<file path="config.mk">
export PLATFORM = sky130hd
export DESIGN_NAME = losu_div_cell
export DESIGN_NICKNAME = d
export VERILOG_FILES = /design/src/design/losu_pkg.sv /design/src/design/losu_div_cell.sv
export SDC_FILE = /design/constraint.sdc
export NUM_CORES = 1
export LEC_CHECK = 0
export BUFFER_PORTS_ARGS = -buffer_cell sky130_fd_sc_hd__buf_2
export CAP_MARGIN = 40
export CORE_AREA = 5 5 236 238
export DETAILED_ROUTE_END_ITERATION = 8
export DIE_AREA = 0 0 241 243
export SLEW_MARGIN = 30
export SYNTH_ARGS = -nofsm -noshare
export SYNTH_HDL_FRONTEND = slang
export SYNTH_SLANG_ARGS = --single-unit
</file>
<file path="constraint.sdc">
create_clock -name clk -period 5.42 [get_ports clk]
set_clock_uncertainty 0.05 [all_clocks]
set_input_delay 1.355 -clock clk [delete_from_list [all_inputs] [get_ports clk]]
set_output_delay 1.355 -clock clk [all_outputs]
set_load 0.1 [all_outputs]
</file>
<file path="src/design/losu_pkg.sv">
package losu_pkg;

  // Field widths
  localparam int unsigned CoordW = 24;
  localparam int unsigned DiffW  = 25;
  localparam int unsigned RangeW = 25;
  localparam int unsigned DirW   = 16;
  localparam int unsigned SqW    = 51;
  localparam int unsigned QW     = 16;
  localparam int unsigned CfgW   = 25;
  localparam int unsigned IdxW   = 2;

  // Register indexes
  localparam logic [IdxW-1:0] RegPosX     = 2'd0;
  localparam logic [IdxW-1:0] RegPosY     = 2'd1;
  localparam logic [IdxW-1:0] RegPosZ     = 2'd2;
  localparam logic [IdxW-1:0] RegMinRange = 2'd3;

  localparam logic signed [DirW-1:0] DirOne = 16'sd32767;

  typedef struct packed {
    logic signed [CoordW-1:0] target_x;
    logic signed [CoordW-1:0] target_y;
    logic signed [CoordW-1:0] target_z;
  } in_beat_t;

  typedef struct packed {
    logic signed [DirW-1:0]   dir_x;
    logic signed [DirW-1:0]   dir_y;
    logic signed [DirW-1:0]   dir_z;
    logic        [RangeW-1:0] slant_range;
    logic                     degenerate;
  } out_beat_t;

  // Square root cell payload
  typedef struct packed {
    logic              vld;
    logic [SqW+1:0]    rem;
    logic [RangeW-1:0] root;
  } sqrt_beat_t;

  // Divide cell payload (three lanes sharing one divisor)
  typedef struct packed {
    logic                 vld;
    logic [RangeW-1:0]    den;
    logic [2:0]           neg;
    logic [2:0][RangeW:0] rem;
    logic [2:0][DiffW+QW-1:0] num;
    logic [2:0][QW:0]     quo;
    logic [RangeW-1:0]    rng;
    logic                 degen;
  } div_beat_t;

endpackage

</file>
<file path="src/design/losu_div_cell.sv">
// One restoring divide step on all three lanes, one quotient bit each.
module losu_div_cell (
  input  logic                 clk,
  input  logic                 rst,
  input  losu_pkg::div_beat_t  din,
  output losu_pkg::div_beat_t  dout
);
  import losu_pkg::*;

  localparam int unsigned NumW = DiffW + QW;

  div_beat_t  nxt;
  logic [RangeW:0] sh;

  always_comb begin
    nxt = din;
    sh  = '0;
    for (int i = 0; i < 3; i++) begin
      sh = {din.rem[i][RangeW-1:0], din.num[i][NumW-1]};
      nxt.num[i] = {din.num[i][NumW-2:0], 1'b0};
      if (sh >= {1'b0, din.den}) begin
        nxt.rem[i] = sh - {1'b0, din.den};
        nxt.quo[i] = {din.quo[i][QW-1:0], 1'b1};
      end else begin
        nxt.rem[i] = sh;
        nxt.quo[i] = {din.quo[i][QW-1:0], 1'b0};
      end
    end
  end

  always_ff @(posedge clk) begin
    if (rst) begin
      dout.vld <= 1'b0;
    end else begin
      dout.vld <= din.vld;
    end
    dout.den   <= nxt.den;
    dout.neg   <= nxt.neg;
    dout.rem   <= nxt.rem;
    dout.num   <= nxt.num;
    dout.quo   <= nxt.quo;
    dout.rng   <= nxt.rng;
    dout.degen <= nxt.degen;
  end

endmodule
</file>
==> flow_summary.toml <==
[pwr]
ir_drop_mv = 0.313
power_leakage_nw = 7.88
p_total_mw = 7.83
p_per_area_mw_per_mm2 = 483

[sta]
slew_headroom_pct = 57.7
drv_slew = 0
min_period_ns = 4.20
setup_violations = 0
worst_slew_pin_slew_ns = 0.627
hold_violations = 0
rsz0062_at_grt = "no"
tns_ns = 0
fin_ws_ns = 1.22
max_freq_ghz = 0.238
period_share_pct = 77.4

[global_routing]
first_global_vias = 10770
overflow = 0
track_usage_pct = 20.3
grt_max_degree = 42
grt_pass1_wl_um = 83300
grt_antenna_before_repair = 71

[floorplan]
core_area_sq_mm = 0.0534
initial_core_util_pct = 20.6
die-area_sq_mm = 0.0586
fp.dieH_um = 243
die_x_um = 241
rows = 85
ios = 616

[synth]
synthArstFlopShare_pct = 0
ys_types = 65
netlist_instances = 1040
synth_seq_cells = 304
syn_area_per_cell_sq_um = 10.6
synth_ff_type = "dfxtp_1"
ys_warn_count = 0
synth-seq-area-share_pct = 55.3
synth_edf_count = 0
syn_area_sq_mm = 0.0110

[clock_network]
cts_made_buffers = 39
clock-sinks = 304
clk_path_buf_depth = 3
tritoncts = "built"
cts-root-buf = "clkbuf_16"
clkTransAtPathRegs_ns = 0.06
holdBufCountCts = 0
post_cts_buffers = 0
h-tree-depth = 2
cts_resized = 0

[run_status]
run_status = "complete, no violations"

[finish]
layout_common_cells = "606 x buf_2, 304 x dfxtp_1, 80 x nand2_1, 75 x o21ai_0, 75 x ha_1"
reg_top3 = "dout x304"
final_cell_area_sq_mm = 0.0162
drive_gt1_share_pct = 41.8
largest_reg_flops = 304
largest_register = "dout"
nets = 2052
final_common_cell = "buf_2"
area_growth_pct = 47.1

[placement]
globalplace.congestion = 0.911
place_area_sq_mm = 0.0149
dp_slack_ns = 0.665
numPortBuffers = 606
hpwl_um = 54500

[routing]
drtIter0Drc = 436
drc = 0
via_per_inst = 4.40
wl_um = 63200
via_count = 10572
routedWlPerCell_um = 26.3
firstDrtPassIters = 5
antenna_left = 0

[worst_setup_path]
cp.arrival_ns = 4.57
crit_required_ns = 5.80
cp-start-kind = "primary input"
crit_type = "in -> reg"
endpoint_kind = "flop"
critPathMaxFanout = 41

[flow_run]
maxCapViolations = 0

[min_path]
hold_depth = 1
hp-class = "in -> reg"
critical path, cell delays in order:
cell       delay, ns
buf_2           0.11
inv_1           0.21
ha_1            0.36
a21o_1          0.25
a221oi_1        0.39
o221ai_1        0.22
a31oi_2         0.30
a31oi_2         0.14
a2111oi_4       0.61
buf_12          0.27
mux2_4          0.31
cell families after synthesis:
family / share of synthesized area [%]
other: 0.0341
xor gates and xnor gates: 5.33
and+or+nand+nor: 9.36
muxes: 2.19
DFF: 55.3
buffers and inverters: 3.06
AOI/OAI and AO/OA: 15.7
adders and majority gates: 9.07
final timing paths:
path | slack (ns) | from | end
setup / recovery | 1.22 | din[293] | dout[227]$_DFF_P_
hold / removal | 0.85 | din[103] | dout[104]$_DFF_P_
power breakdown:
part           switching, mW  internal, mW  total, mW
clock                   1.05          1.59       2.65
combinational           2.18         0.493       2.67
sequential            0.0587          2.45       2.51
total                   3.29          4.54       7.83
layout make-up:
type                            instances  area (sq um)
Antenna cell                           13          32.5
Fill cell                            5625         37200
Timing Repair Buffer                  613          3110
Multi-Input combinational cell        660          4610
Tap cell                              696           871
Clock buffer                           48          1060
Sequential cell                       304          6090
Clock inverter                         23           244
Inverter                               47           176
per-layer routing:
layer  GRT usage [%]  part of all wire (%)  up-vias
li1                -                     -     4920
met1            19.0                    33     4853
met2            34.7                    47      514
met3            11.9                    12      211
met4            10.8                   6.5       74
met5               0                  0.73        -
Yosys cell counts, types with 3 or more instances:
cell      number  area share [%]
a21oi_1       73             3.3
dfxtp_1      304              55
buf_4          6            0.41
o21a_1         4            0.27
a211oi_1      11            0.75
xor2_1        29             2.3
xnor2_1       38             3.0
o31ai_1        5            0.34
a31o_2         3            0.24
nand4_1       10            0.57
fa_1           3            0.55
buf_2          4            0.18
o21ai_0       75             3.4
clkbuf_1      18            0.61
nand4b_1       3            0.24
and3_1         5            0.28
o211ai_1      10            0.68
or3_1          6            0.34
o21bai_1      11            0.75
a21o_1        39             2.7
ha_1          75             8.5
nand3_1       24             1.1
inv_1         47             1.6
nand2_1       80             2.7
nor2b_1        7            0.40
a31oi_1       10            0.57
and2_1         3            0.17
nand2b_1      10            0.57
mux2_2        17             1.7
nor3_1         3            0.14
a211o_1        3            0.24
nor2_1        54             1.8
through the flow:
stage / std cells / hold WS (ns) / util (%)
2_1_floorplan: 1042 / 1.33 / -
6_report: 2404 / 0.852 / 30.3
3_3_place_gp: 2320 / 1.41 / 27.8
3_5_place_dp: 2320 / 1.41 / 27.8
5_1_grt: 2396 / 0.817 / 30.3
4_1_cts: 2391 / 0.813 / 30.3
(Power assumes the default switching activity.)
